**config.mk**
```make
export PLATFORM = sky130hd
export DESIGN_NAME = toml_key_path_splitter_top
export DESIGN_NICKNAME = d
export VERILOG_FILES = /design/src/rtl/tkps_pkg.sv /design/src/rtl/toml_key_path_splitter_top.sv /design/src/rtl/tkps_decode.sv
export SDC_FILE = /design/constraint.sdc
export NUM_CORES = 1
export LEC_CHECK = 0
export BUFFER_PORTS_ARGS = -buffer_cell sky130_fd_sc_hd__buf_2
export CORE_ASPECT_RATIO = 1.1
export CORE_MARGIN = 4
export CORE_UTILIZATION = 45
export CTS_CLUSTER_DIAMETER = 50
export DETAILED_ROUTE_END_ITERATION = 8
export PLACE_DENSITY = 0.62
export RECOVER_POWER = 50
export SYNTH_ARGS = -nofsm -noshare
export SYNTH_HDL_FRONTEND = slang
export SYNTH_HIERARCHICAL = 1
export SYNTH_SLANG_ARGS = --single-unit
export TNS_END_PERCENT = 1
```
**constraint.sdc**
```tcl
create_clock -name clock -period 7 [get_ports clock]
set_clock_uncertainty 0.2 [all_clocks]
set_input_delay 1.05 -clock clock [delete_from_list [all_inputs] [get_ports clock]]
set_output_delay 1.05 -clock clock [all_outputs]
set_load 0.02 [all_outputs]
```
**src/rtl/tkps_pkg.sv**
```systemverilog
package tkps_pkg;

   localparam int MAX_RESULTS = 5;
   localparam int CNT_W       = 3;

   typedef enum logic [2:0] {
      MODE_NORMAL  = 3'd0,
      MODE_SEP     = 3'd1,
      MODE_LIT     = 3'd2,
      MODE_BASIC   = 3'd3,
      MODE_IDX     = 3'd4,
      MODE_IDX_END = 3'd5
   } mode_type;

   typedef enum logic [2:0] {
      KIND_BYTE    = 3'd0,
      KIND_DOT     = 3'd1,
      KIND_BRACKET = 3'd2,
      KIND_END     = 3'd3,
      KIND_ERROR   = 3'd4
   } kind_type;

   typedef enum logic [1:0] {
      ESC_NONE      = 2'd0,
      ESC_BACKSLASH = 2'd1,
      ESC_HEX       = 2'd2
   } esc_type;

   typedef struct packed {
      logic [7:0] in_byte;
      logic       last;
   } req_type;

   typedef struct packed {
      logic [7:0] out_byte;
      logic [2:0] result_kind;
      logic       run_end;
   } rsp_type;

   // results caused by one input byte
   typedef struct packed {
      logic [CNT_W-1:0]                  count;
      logic [MAX_RESULTS-1:0][7:0]       bytes;
      kind_type [MAX_RESULTS-1:0]        kinds;
   } rlist_type;

endpackage

```
**src/rtl/toml_key_path_splitter_top.sv**
```systemverilog
// Latency: results of a byte appear on rsp the cycle after its req transfer.
// Throughput: one byte per cycle while each byte gives at most one result and rsp
//   is not stalled; a byte giving N results (up to five, e.g. a \U escape closing
//   on the last byte) holds req while the buffer drains one entry per rsp transfer.
// Reset: synchronous, active high; clears parser state and drops buffered results.
module toml_key_path_splitter_top (
   input  logic              clock,
   input  logic              reset,
   input  logic              req_valid,
   output logic              req_stall,
   input  tkps_pkg::req_type req_data,
   output logic              rsp_valid,
   input  logic              rsp_stall,
   output tkps_pkg::rsp_type rsp_data
);
   import tkps_pkg::*;

   // Result buffer: the list of results of the most recent byte,
   // read out one entry per rsp transfer.
   rlist_type        list_in;
   logic [MAX_RESULTS-1:0][7:0] bytes_ff;
   kind_type [MAX_RESULTS-1:0]  kinds_ff;
   logic [CNT_W-1:0] cnt_ff, cnt_in;
   logic [CNT_W-1:0] idx_ff, idx_in;

   logic take;       // rsp transfer this cycle
   logic last_take;  // rsp transfer of the buffer's final entry
   logic accept;     // req transfer this cycle
   logic [CNT_W-1:0] idx_next;

   assign idx_next  = idx_ff + 3'd1;
   assign rsp_valid = (idx_ff < cnt_ff);
   assign take      = rsp_valid && !rsp_stall;
   assign last_take = take && (idx_next == cnt_ff);
   // buffer can be refilled when empty or emptying this cycle
   assign req_stall = rsp_valid && !last_take;
   assign accept    = req_valid && !req_stall;

   tkps_decode u_decode (
      .clock    (clock),
      .reset    (reset),
      .req_data (req_data),
      .accept   (accept),
      .list     (list_in)
   );

   always_comb begin
      cnt_in = cnt_ff;
      idx_in = idx_ff;
      if (accept) begin
         cnt_in = list_in.count;
         idx_in = '0;
      end else if (last_take) begin
         cnt_in = '0;
         idx_in = '0;
      end else if (take) begin
         idx_in = idx_next;
      end
   end

   always_ff @(posedge clock) begin
      if (reset) begin
         cnt_ff <= '0;
         idx_ff <= '0;
      end else begin
         cnt_ff <= cnt_in;
         idx_ff <= idx_in;
      end
   end

   // payload only: no reset needed
   always_ff @(posedge clock) begin
      if (accept) begin
         bytes_ff <= list_in.bytes;
         kinds_ff <= list_in.kinds;
      end
   end

   // out_byte is zero on non-byte kinds, guaranteed by the decoder
   assign rsp_data.out_byte    = bytes_ff[idx_ff];
   assign rsp_data.result_kind = kinds_ff[idx_ff];
   assign rsp_data.run_end     = (idx_next == cnt_ff);

endmodule

```
**src/rtl/tkps_decode.sv**
```systemverilog
module tkps_decode (
   input  logic               clock,
   input  logic               reset,
   input  tkps_pkg::req_type  req_data,
   input  logic               accept,
   output tkps_pkg::rlist_type list
);
   import tkps_pkg::*;

   localparam logic [7:0] CH_TAB    = 8'h09;
   localparam logic [7:0] CH_LF     = 8'h0A;
   localparam logic [7:0] CH_CR     = 8'h0D;
   localparam logic [7:0] CH_SPACE  = 8'h20;
   localparam logic [7:0] CH_DQUOTE = 8'h22;
   localparam logic [7:0] CH_SQUOTE = 8'h27;
   localparam logic [7:0] CH_DASH   = 8'h2D;
   localparam logic [7:0] CH_DOT    = 8'h2E;
   localparam logic [7:0] CH_LBRACK = 8'h5B;
   localparam logic [7:0] CH_BSLASH = 8'h5C;
   localparam logic [7:0] CH_RBRACK = 8'h5D;
   localparam logic [7:0] CH_USCORE = 8'h5F;

   mode_type    mode_ff, mode_in;
   logic        nonempty_ff, nonempty_in;
   esc_type     esc_ff, esc_in;
   logic [3:0]  hex_left_ff, hex_left_in;
   logic [31:0] hex_val_ff, hex_val_in;
   logic        hex_stop_ff, hex_stop_in;
   logic        hex_seen_ff, hex_seen_in;
   logic        err_ff, err_in;

   function automatic logic [4:0] hex_digit(input logic [7:0] c);
      if (c >= 8'h30 && c <= 8'h39) return {1'b0, c[3:0]};
      if ((c >= 8'h41 && c <= 8'h46) || (c >= 8'h61 && c <= 8'h66))
         return {1'b0, c[3:0] + 4'd9};
      return 5'h10;
   endfunction

   function automatic logic is_digit(input logic [7:0] c);
      return c >= 8'h30 && c <= 8'h39;
   endfunction

   function automatic logic is_alnum(input logic [7:0] c);
      return is_digit(c) || (c >= 8'h41 && c <= 8'h5A) || (c >= 8'h61 && c <= 8'h7A);
   endfunction

   always_comb begin
      logic [7:0]  c;
      logic [4:0]  d;
      logic [31:0] v;
      logic        quoted;
      logic        sep_ok;
      logic        hex_fail;
      mode_type    own;
      mode_type    other;
      c           = req_data.in_byte;
      mode_in     = mode_ff;
      nonempty_in = nonempty_ff;
      esc_in      = esc_ff;
      hex_left_in = hex_left_ff;
      hex_val_in  = hex_val_ff;
      hex_stop_in = hex_stop_ff;
      hex_seen_in = hex_seen_ff;
      err_in      = err_ff;
      list        = '0;
      d           = hex_digit(c);
      v           = '0;
      hex_fail    = 1'b0;
      quoted      = (mode_ff == MODE_LIT) || (mode_ff == MODE_BASIC);
      sep_ok      = (mode_ff == MODE_NORMAL) || (mode_ff == MODE_SEP);
      own         = (c == CH_SQUOTE) ? MODE_LIT : MODE_BASIC;
      other       = (c == CH_SQUOTE) ? MODE_BASIC : MODE_LIT;

      if (!err_ff) begin
         if (esc_ff == ESC_HEX) begin
            if (!hex_stop_ff) begin
               if (d[4]) begin
                  if (!hex_seen_ff) begin
                     hex_fail = 1'b1;
                  end else begin
                     hex_stop_in = 1'b1;
                  end
               end else begin
                  hex_val_in  = {hex_val_ff[27:0], d[3:0]};
                  hex_seen_in = 1'b1;
                  if (hex_val_in[31:28] != 4'd0) hex_stop_in = 1'b1;
               end
            end
            if (hex_fail) begin
               list.kinds[0] = KIND_ERROR;
               list.count    = 3'd1;
               err_in        = 1'b1;
            end else begin
               if (hex_left_ff != 4'd0) hex_left_in = hex_left_ff - 4'd1;
               if (hex_left_in == 4'd0) begin
                  // window done: encode as UTF-8, or flag an error above U+10FFFF
                  v      = hex_val_in;
                  esc_in = ESC_NONE;
                  if (v < 32'h80) begin
                     list.bytes[0] = v[7:0];
                     list.count    = 3'd1;
                  end else if (v < 32'h800) begin
                     list.bytes[0] = {3'b110, v[10:6]};
                     list.bytes[1] = {2'b10, v[5:0]};
                     list.count    = 3'd2;
                  end else if (v < 32'h10000) begin
                     list.bytes[0] = {4'b1110, v[15:12]};
                     list.bytes[1] = {2'b10, v[11:6]};
                     list.bytes[2] = {2'b10, v[5:0]};
                     list.count    = 3'd3;
                  end else if (v < 32'h110000) begin
                     list.bytes[0] = {5'b11110, v[20:18]};
                     list.bytes[1] = {2'b10, v[17:12]};
                     list.bytes[2] = {2'b10, v[11:6]};
                     list.bytes[3] = {2'b10, v[5:0]};
                     list.count    = 3'd4;
                  end else begin
                     list.kinds[0] = KIND_ERROR;
                     list.count    = 3'd1;
                     err_in        = 1'b1;
                  end
                  if (!err_in) nonempty_in = 1'b1;
               end
            end
         end else if (esc_ff == ESC_BACKSLASH) begin
            esc_in     = ESC_NONE;
            list.count = 3'd1;
            case (c) inside
               8'h62: list.bytes[0] = 8'h08;
               8'h74: list.bytes[0] = 8'h09;
               8'h6E: list.bytes[0] = 8'h0A;
               8'h66: list.bytes[0] = 8'h0C;
               8'h72: list.bytes[0] = 8'h0D;
               CH_DQUOTE, CH_BSLASH: list.bytes[0] = c;
               8'h75, 8'h55: begin
                  list.count  = 3'd0;
                  esc_in      = ESC_HEX;
                  hex_left_in = (c == 8'h75) ? 4'd4 : 4'd8;
                  hex_val_in  = '0;
                  hex_stop_in = 1'b0;
                  hex_seen_in = 1'b0;
               end
               default: begin
                  list.kinds[0] = KIND_ERROR;
                  err_in        = 1'b1;
               end
            endcase
            if (list.count != 3'd0 && !err_in) nonempty_in = 1'b1;
         end else begin
            case (c) inside
               CH_SPACE, CH_TAB: begin
                  if (quoted) begin
                     list.bytes[0] = c;
                     list.count    = 3'd1;
                     nonempty_in   = 1'b1;
                  end else if (mode_ff == MODE_NORMAL && nonempty_ff) begin
                     mode_in = MODE_SEP;
                  end
               end
               CH_CR, CH_LF: begin
                  if (mode_ff == MODE_NORMAL && nonempty_ff) mode_in = MODE_SEP;
               end
               CH_SQUOTE, CH_DQUOTE: begin
                  if (mode_ff == MODE_NORMAL && !nonempty_ff) begin
                     mode_in = own;
                  end else if (mode_ff == own) begin
                     mode_in = MODE_SEP;
                  end else if (mode_ff == other) begin
                     list.bytes[0] = c;
                     list.count    = 3'd1;
                     nonempty_in   = 1'b1;
                  end else begin
                     list.kinds[0] = KIND_ERROR;
                     list.count    = 3'd1;
                     err_in        = 1'b1;
                  end
               end
               CH_BSLASH: begin
                  if (mode_ff == MODE_LIT) begin
                     list.bytes[0] = c;
                     list.count    = 3'd1;
                     nonempty_in   = 1'b1;
                  end else if (mode_ff == MODE_BASIC) begin
                     esc_in = ESC_BACKSLASH;
                  end else begin
                     list.kinds[0] = KIND_ERROR;
                     list.count    = 3'd1;
                     err_in        = 1'b1;
                  end
               end
               CH_DOT: begin
                  if (quoted) begin
                     list.bytes[0] = c;
                     list.count    = 3'd1;
                     nonempty_in   = 1'b1;
                  end else if (nonempty_ff) begin
                     list.count = 3'd1;
                     if (!sep_ok) begin
                        list.kinds[0] = KIND_ERROR;
                        err_in        = 1'b1;
                     end else begin
                        list.kinds[0] = KIND_DOT;
                        mode_in       = MODE_NORMAL;
                        nonempty_in   = 1'b0;
                     end
                  end
               end
               CH_LBRACK: begin
                  if (quoted) begin
                     list.bytes[0] = c;
                     list.count    = 3'd1;
                     nonempty_in   = 1'b1;
                  end else if (!sep_ok) begin
                     list.kinds[0] = KIND_ERROR;
                     list.count    = 3'd1;
                     err_in        = 1'b1;
                  end else begin
                     if (nonempty_ff) begin
                        list.kinds[0] = KIND_BRACKET;
                        list.count    = 3'd1;
                        nonempty_in   = 1'b0;
                     end
                     mode_in = MODE_IDX;
                  end
               end
               CH_RBRACK: begin
                  if (quoted) begin
                     list.bytes[0] = c;
                     list.count    = 3'd1;
                     nonempty_in   = 1'b1;
                  end else if (mode_ff != MODE_IDX_END) begin
                     list.kinds[0] = KIND_ERROR;
                     list.count    = 3'd1;
                     err_in        = 1'b1;
                  end else begin
                     mode_in = MODE_SEP;
                  end
               end
               default: begin
                  list.count = 3'd1;
                  if (quoted) begin
                     list.bytes[0] = c;
                     nonempty_in   = 1'b1;
                  end else if ((mode_ff == MODE_IDX || mode_ff == MODE_IDX_END)
                               && is_digit(c)) begin
                     list.bytes[0] = c;
                     nonempty_in   = 1'b1;
                     mode_in       = MODE_IDX_END;
                  end else if (mode_ff == MODE_NORMAL &&
                               (is_alnum(c) || c == CH_DASH || c == CH_USCORE)) begin
                     list.bytes[0] = c;
                     nonempty_in   = 1'b1;
                  end else begin
                     list.kinds[0] = KIND_ERROR;
                     err_in        = 1'b1;
                  end
               end
            endcase
         end
      end

      // closing byte: end or error unless an error was already given, then back to reset state
      if (req_data.last) begin
         if (!err_in) begin
            if (esc_in != ESC_NONE || mode_in == MODE_LIT || mode_in == MODE_BASIC ||
                mode_in == MODE_IDX || mode_in == MODE_IDX_END) begin
               list.kinds[list.count] = KIND_ERROR;
            end else begin
               list.kinds[list.count] = KIND_END;
            end
            list.count = list.count + 3'd1;
         end
         mode_in     = MODE_NORMAL;
         nonempty_in = 1'b0;
         esc_in      = ESC_NONE;
         hex_left_in = '0;
         hex_val_in  = '0;
         hex_stop_in = 1'b0;
         hex_seen_in = 1'b0;
         err_in      = 1'b0;
      end
   end

   always_ff @(posedge clock) begin
      if (reset) begin
         mode_ff     <= MODE_NORMAL;
         nonempty_ff <= 1'b0;
         esc_ff      <= ESC_NONE;
         hex_left_ff <= '0;
         hex_val_ff  <= '0;
         hex_stop_ff <= 1'b0;
         hex_seen_ff <= 1'b0;
         err_ff      <= 1'b0;
      end else if (accept) begin
         mode_ff     <= mode_in;
         nonempty_ff <= nonempty_in;
         esc_ff      <= esc_in;
         hex_left_ff <= hex_left_in;
         hex_val_ff  <= hex_val_in;
         hex_stop_ff <= hex_stop_in;
         hex_seen_ff <= hex_seen_in;
         err_ff      <= err_in;
      end
   end

endmodule
```
== Word level (Yosys, flattened, before mapping) ==
Index checks and enable logic that the tools add are counted.
Word-level totals
  RAM bits: 0
  input port bits: 13
  bits in read-only memories: 0
  memories: 0
  latch bits: 0
  bits in registers: 98
  word-level logic and storage cells: 464
Operators by class
  shift-type cells: 0
  add/sub/neg operators: 4
  equality and inequality tests: 53
  bitwise logic cells: 9
  muxes and demuxes: 305
  div/mod/pow operators: 0
  magnitude comparators: 16
  reductions and logical operators: 56
  multiply operators: 0
Operators with widths (count)
  two-way mux 32 bit: 23
  two-way mux 3 bit: 95
  two-way mux 8 bit: 27
  two-way mux 1 bit: 113
  equality test 8 x 7 -> 1 bit, second input constant: 11
  two-way mux 4 bit: 17
  equality test 8 x 6 -> 1 bit, second input constant: 5
  two-way mux 2 bit: 20
  <= comparator 8 x 7 -> 1 bit, second input constant: 4
  less-than comparator 32 x 12 -> 1 bit, second input constant: 1
  less-than comparator 32 x 17 -> 1 bit, second input constant: 1
  less-than comparator 32 x 21 -> 1 bit, second input constant: 1
  less-than comparator 32 x 8 -> 1 bit, second input constant: 1
  binary-select mux 8 bit (select 3 bit): 1
  equality test 8 x 4 -> 1 bit, second input constant: 3
  two-way mux 24 bit: 1
  two-way mux 5 bit: 4
  != test 3 x 2 -> 1 bit, second input constant: 6
  != test 3 bit, second input constant: 6
  greater-or-equal comparator 8 x 7 -> 1 bit, second input constant: 2
  two-way mux 16 bit: 1
  logical AND 1 bit: 15
  two-way mux 15 bit: 1
  AND reduction 13 bit: 1
  46 further kinds: 83

== Longest topological paths before layout ==
  depth in word-level cells: 29
  mapped depth: 18

== Cells and area by module ==
Netlist, hierarchy kept.
By module, submodules not included
  tkps_decode: instances 1, seq. area each 900.9 µm², area each 5041.1 µm², cells an instance 688
  toml_key_path_splitter_top: instances 1, seq. area each 1771.7 µm², area each 2494.9 µm², cells an instance 144

== Least setup slack after synthesis ==
OpenSTA, ideal clock, no wires.
  kind: input-to-reg
  start point: input rsp_stall
  end point: register u_decode.hex_val_ff[16]
  setup time: 60 ps
  setup slack: 1214 ps
  buffers on the path: 2
  cell stages on the path: 10
  arrival: 5526 ps
  required time: 6740 ps
  cells stage by stage: nor4_2 > nor2_2 > nor2b_1 > clkbuf_1 > inv_1 > nor3_1 > nand2_1 > a21oi_1 > clkbuf_1 > a22o_1
Between the ends
  cells in the longest elaborated chain, start to end: 8
RTL lines
  start, declared: line toml_key_path_splitter_top.sv:13  | input logic rsp_stall,
  logical NOT 1 bit: line toml_key_path_splitter_top.sv:33  | assign take = rsp_valid && !rsp_stall;
  logical AND 1 bit: line toml_key_path_splitter_top.sv:33
  logical AND 1 bit: line toml_key_path_splitter_top.sv:34  | assign last_take = take && (idx_next == cnt_ff);
  logical NOT 1 bit: line toml_key_path_splitter_top.sv:36  | assign req_stall = rsp_valid && !last_take;
  logical AND 1 bit: line toml_key_path_splitter_top.sv:36
  named net req_stall: line toml_key_path_splitter_top.sv:10  | output logic req_stall,
  logical NOT 1 bit: line toml_key_path_splitter_top.sv:37  | assign accept = req_valid && !req_stall;
  logical AND 1 bit: line toml_key_path_splitter_top.sv:37
  named net accept: line toml_key_path_splitter_top.sv:28  | logic accept;
  AND reduction 10 bit (no line)
  end signal, assigned: line tkps_decode.sv:299  | hex_val_ff <= hex_val_in;
  end, declared: line tkps_decode.sv:27  | logic [31:0] hex_val_ff, hex_val_in;
The timed path passes the listed nets, and every way through them passes these cells.
A chain may end at the register's enable or synchronous reset.

==> results.cfg <==
[placement]
dpl.hpwl_um = 16500
dp_cells = 1007
io_buffers = 26
dp_slack_ps = 1840
gp_congestion = 0.960

[routing]
wirelength_um = 22500
drc = 0
drt-pass1-iter-count = 5
ant_nets = 0
post_drt_via_cell_ratio = 6.61
routedWlPerCell_um = 22.0
first_iter_violations = 875
via_count = 6757

[hold_path]
hold_start = u_decode/hex_val_ff[29]$_SDFFE_PP0P_
hold_path.class = register to register

[floorplanning]
initial_core_util_pct = 46.0
io_pins = 27
core-area_sq_mm = 0.0164
die_y_um = 144
die_w_um = 131
die_area_sq_mm = 0.0189
row_count = 49

[grt]
met1_usage_pct = 33.7
grt.met2_usage_pct = 37.8
grt.busiest_layer = met2
grtUsageMet3_pct = 3.50
track_usage_pct = 23.8
antenna_found_initial = 0
grt_pass1_wl_um = 36300
grt_remaining_overflow = 0
first_global_vias = 6520
grt_max_degree = 58

[final_layout]
drive_gt1_share_pct = 11.4
final_cell_mix = nor2_1 (64), nand2_1 (61), edfxtp_1 (55)
fin_nets = 839
fin_util_pct = 48.3
finalNonFillerCells = 1023
syn2layout_area_growth_pct = 4.86
layout_commonest_cell = nor2_1
antenna_cells = 0

[pwr]
p_leak_nw = 2.88
p_per_area_mw_per_mm2 = 184
ir_drop_v = 0.000105

[timing]
whs_ps = 300
setup_slack_ps = 1370
finalSetupViolations = 0
slew_headroom_pct = -3.20
finalHoldViolCount = 0
finalCriticalPeriod_ps = 5630
max_slew.worst_pin.slew_ps = 1510
rsz0062_at_grt = no
fmax_mhz = 178
finalCritPeriodShare_pct = 80.4
setup-tns-final_ps = 0
drv_slew = 6

[cts]
post_cts_buffers = 0
clk_path_buf_depth = 2
clk_latency_ps = 350
cts_hold_buf = 0
cts_buffers = 9
cts_tree = done
cts_htree_levels = 3
cts_resized = 0
cts.sinks = 106
clkTransAtPathRegs_ps = 70
clockRootBuffer = clkbuf_16

[synth]
synth_cells = 832
ys_seq_area_share_pct = 35.5
ys_warn_count = 6
ys_ff_latch = 106
synth.distinct_cells = 97
syn_area_sq_mm = 0.00754
synth-main-ff-cell = edfxtp_1
synth_edf_count = 55
syn_avg_cell_area_sq_um = 9.06
synth-async-reset-ratio_pct = 0

[outcome]
violations = max-capacitance violations, max-slew violations
outcome = complete, but fails checks

[critical_path]
arrival_ps = 5640
path_max_fanout = 17
cp.required_ps = 7010
worstReg2RegStart = idx_ff[0]$_SDFFE_PP0P_
cp-start-kind = input port
cp-end-kind = register
crit_start = req_data[2]
critPathKind = input port to register

[job]
drv_cap = 1
## synthesized netlist by cell type, types with 9 or more instances
master | count | area, sq um
a21o_1 | 9 | 67.6
a21oi_1 | 46 | 230
a22o_1 | 20 | 175
a22oi_1 | 9 | 67.6
a2bb2oi_1 | 13 | 114
and2_1 | 16 | 100
buf_2 | 21 | 105
buf_4 | 17 | 128
clkbuf_1 | 31 | 116
dfxtp_1 | 51 | 1020
edfxtp_1 | 55 | 1650
ha_1 | 12 | 150
inv_1 | 38 | 143
mux2i_1 | 18 | 180
mux4_2 | 11 | 248
nand2_1 | 61 | 229
nand2b_1 | 13 | 81.3
nand3_1 | 24 | 120
nand3b_1 | 12 | 90.1
nand4_1 | 10 | 62.6
nor2_1 | 63 | 236
nor3_1 | 26 | 130
nor4_1 | 12 | 75.1
o21ai_0 | 45 | 225
o22ai_1 | 10 | 62.6
or4_1 | 10 | 75.1
## final timing paths
path | slack [ps] | to | cells after the start
max | 1370 | cnt_ff[1]$_SDFFE_PP0P_ | 14
min | 300 | u_decode/hex_val_ff[29]$_SDFFE_PP0P_ | 1
max reg2reg | 2290 | u_decode/hex_val_ff[31]$_SDFFE_PP0P_ | 8
min reg2reg | 300 | u_decode/hex_val_ff[29]$_SDFFE_PP0P_ | 1
## per-layer routing
metal	routed length, um	vias up	share of wire [%]
li1	-	3107	-
met1	10100	3277	45
met2	10200	320	45
met3	1680	53	7.5
met4	586	0	2.6
met5	0	-	0
## kinds of logic (layout without fill, tap and decap cells)
| logic type | count (synthesis) | in the layout | synth area share, % |
|---|---|---|---|
| xor+xnor | 14 | 14 | 1.93 |
| fa+ha+maj | 12 | 12 | 1.99 |
| other cells | 1 | 11 | 0.0498 |
| buf+inv | 112 | 89 | 6.97 |
| flops | 106 | 106 | 35.5 |
| mux | 33 | 33 | 6.33 |
| compound gates | 244 | 244 | 24.0 |
| simple gates | 310 | 310 | 23.2 |
## stage by stage
step	power, W	cell area, sq um
6_report	0.00146	7900
5_1_grt	0.00152	7900
4_1_cts	0.00147	7960
3_5_place_dp	0.000967	7660
3_3_place_gp	0.000963	7660
2_1_floorplan	0.000904	7570
## power breakdown
group	switching (W)	total (W)	internal, W
Clock	0.000226	0.000508	0.000281
Combinational	0.000157	0.000235	0.0000780
Sequential	0.0000165	0.000712	0.000696
## worst max-delay path, stage by stage
cell	delay, ps
buf_2	160
inv_1	130
ha_1	450
o21bai_4	120
a2111oi_0	1280
a21o_1	550
nand3_1	230
and2_1	240
o41ai_4	510
inv_1	100
ha_1	320
mux2_1	290
nand3b_1	110
o32ai_2	90
## final cells by class
cell class / count / area (sq um)
Fill cell: 1609 / 8470
Clock inverter: 5 / 51.3
Inverter: 38 / 143
Clock buffer: 11 / 253
Timing Repair Buffer: 35 / 184
Multi-Input combinational cell: 624 / 4340
Tap cell: 204 / 255
Sequential cell: 106 / 2670
## sequential cells by signal, summed over array words and instances (netlist names)
name                  count
kinds_ff                 15
u_decode/hex_val_ff      32
u_decode/esc_ff           2
idx_ff                    3
u_decode/err_ff           1
cnt_ff                    3
u_decode/nonempty_ff      1
bytes_ff                 40
u_decode/hex_left_ff      4
u_decode/hex_seen_ff      1
u_decode/hex_stop_ff      1
u_decode/mode_ff          3
(Power assumes the default switching activity.)
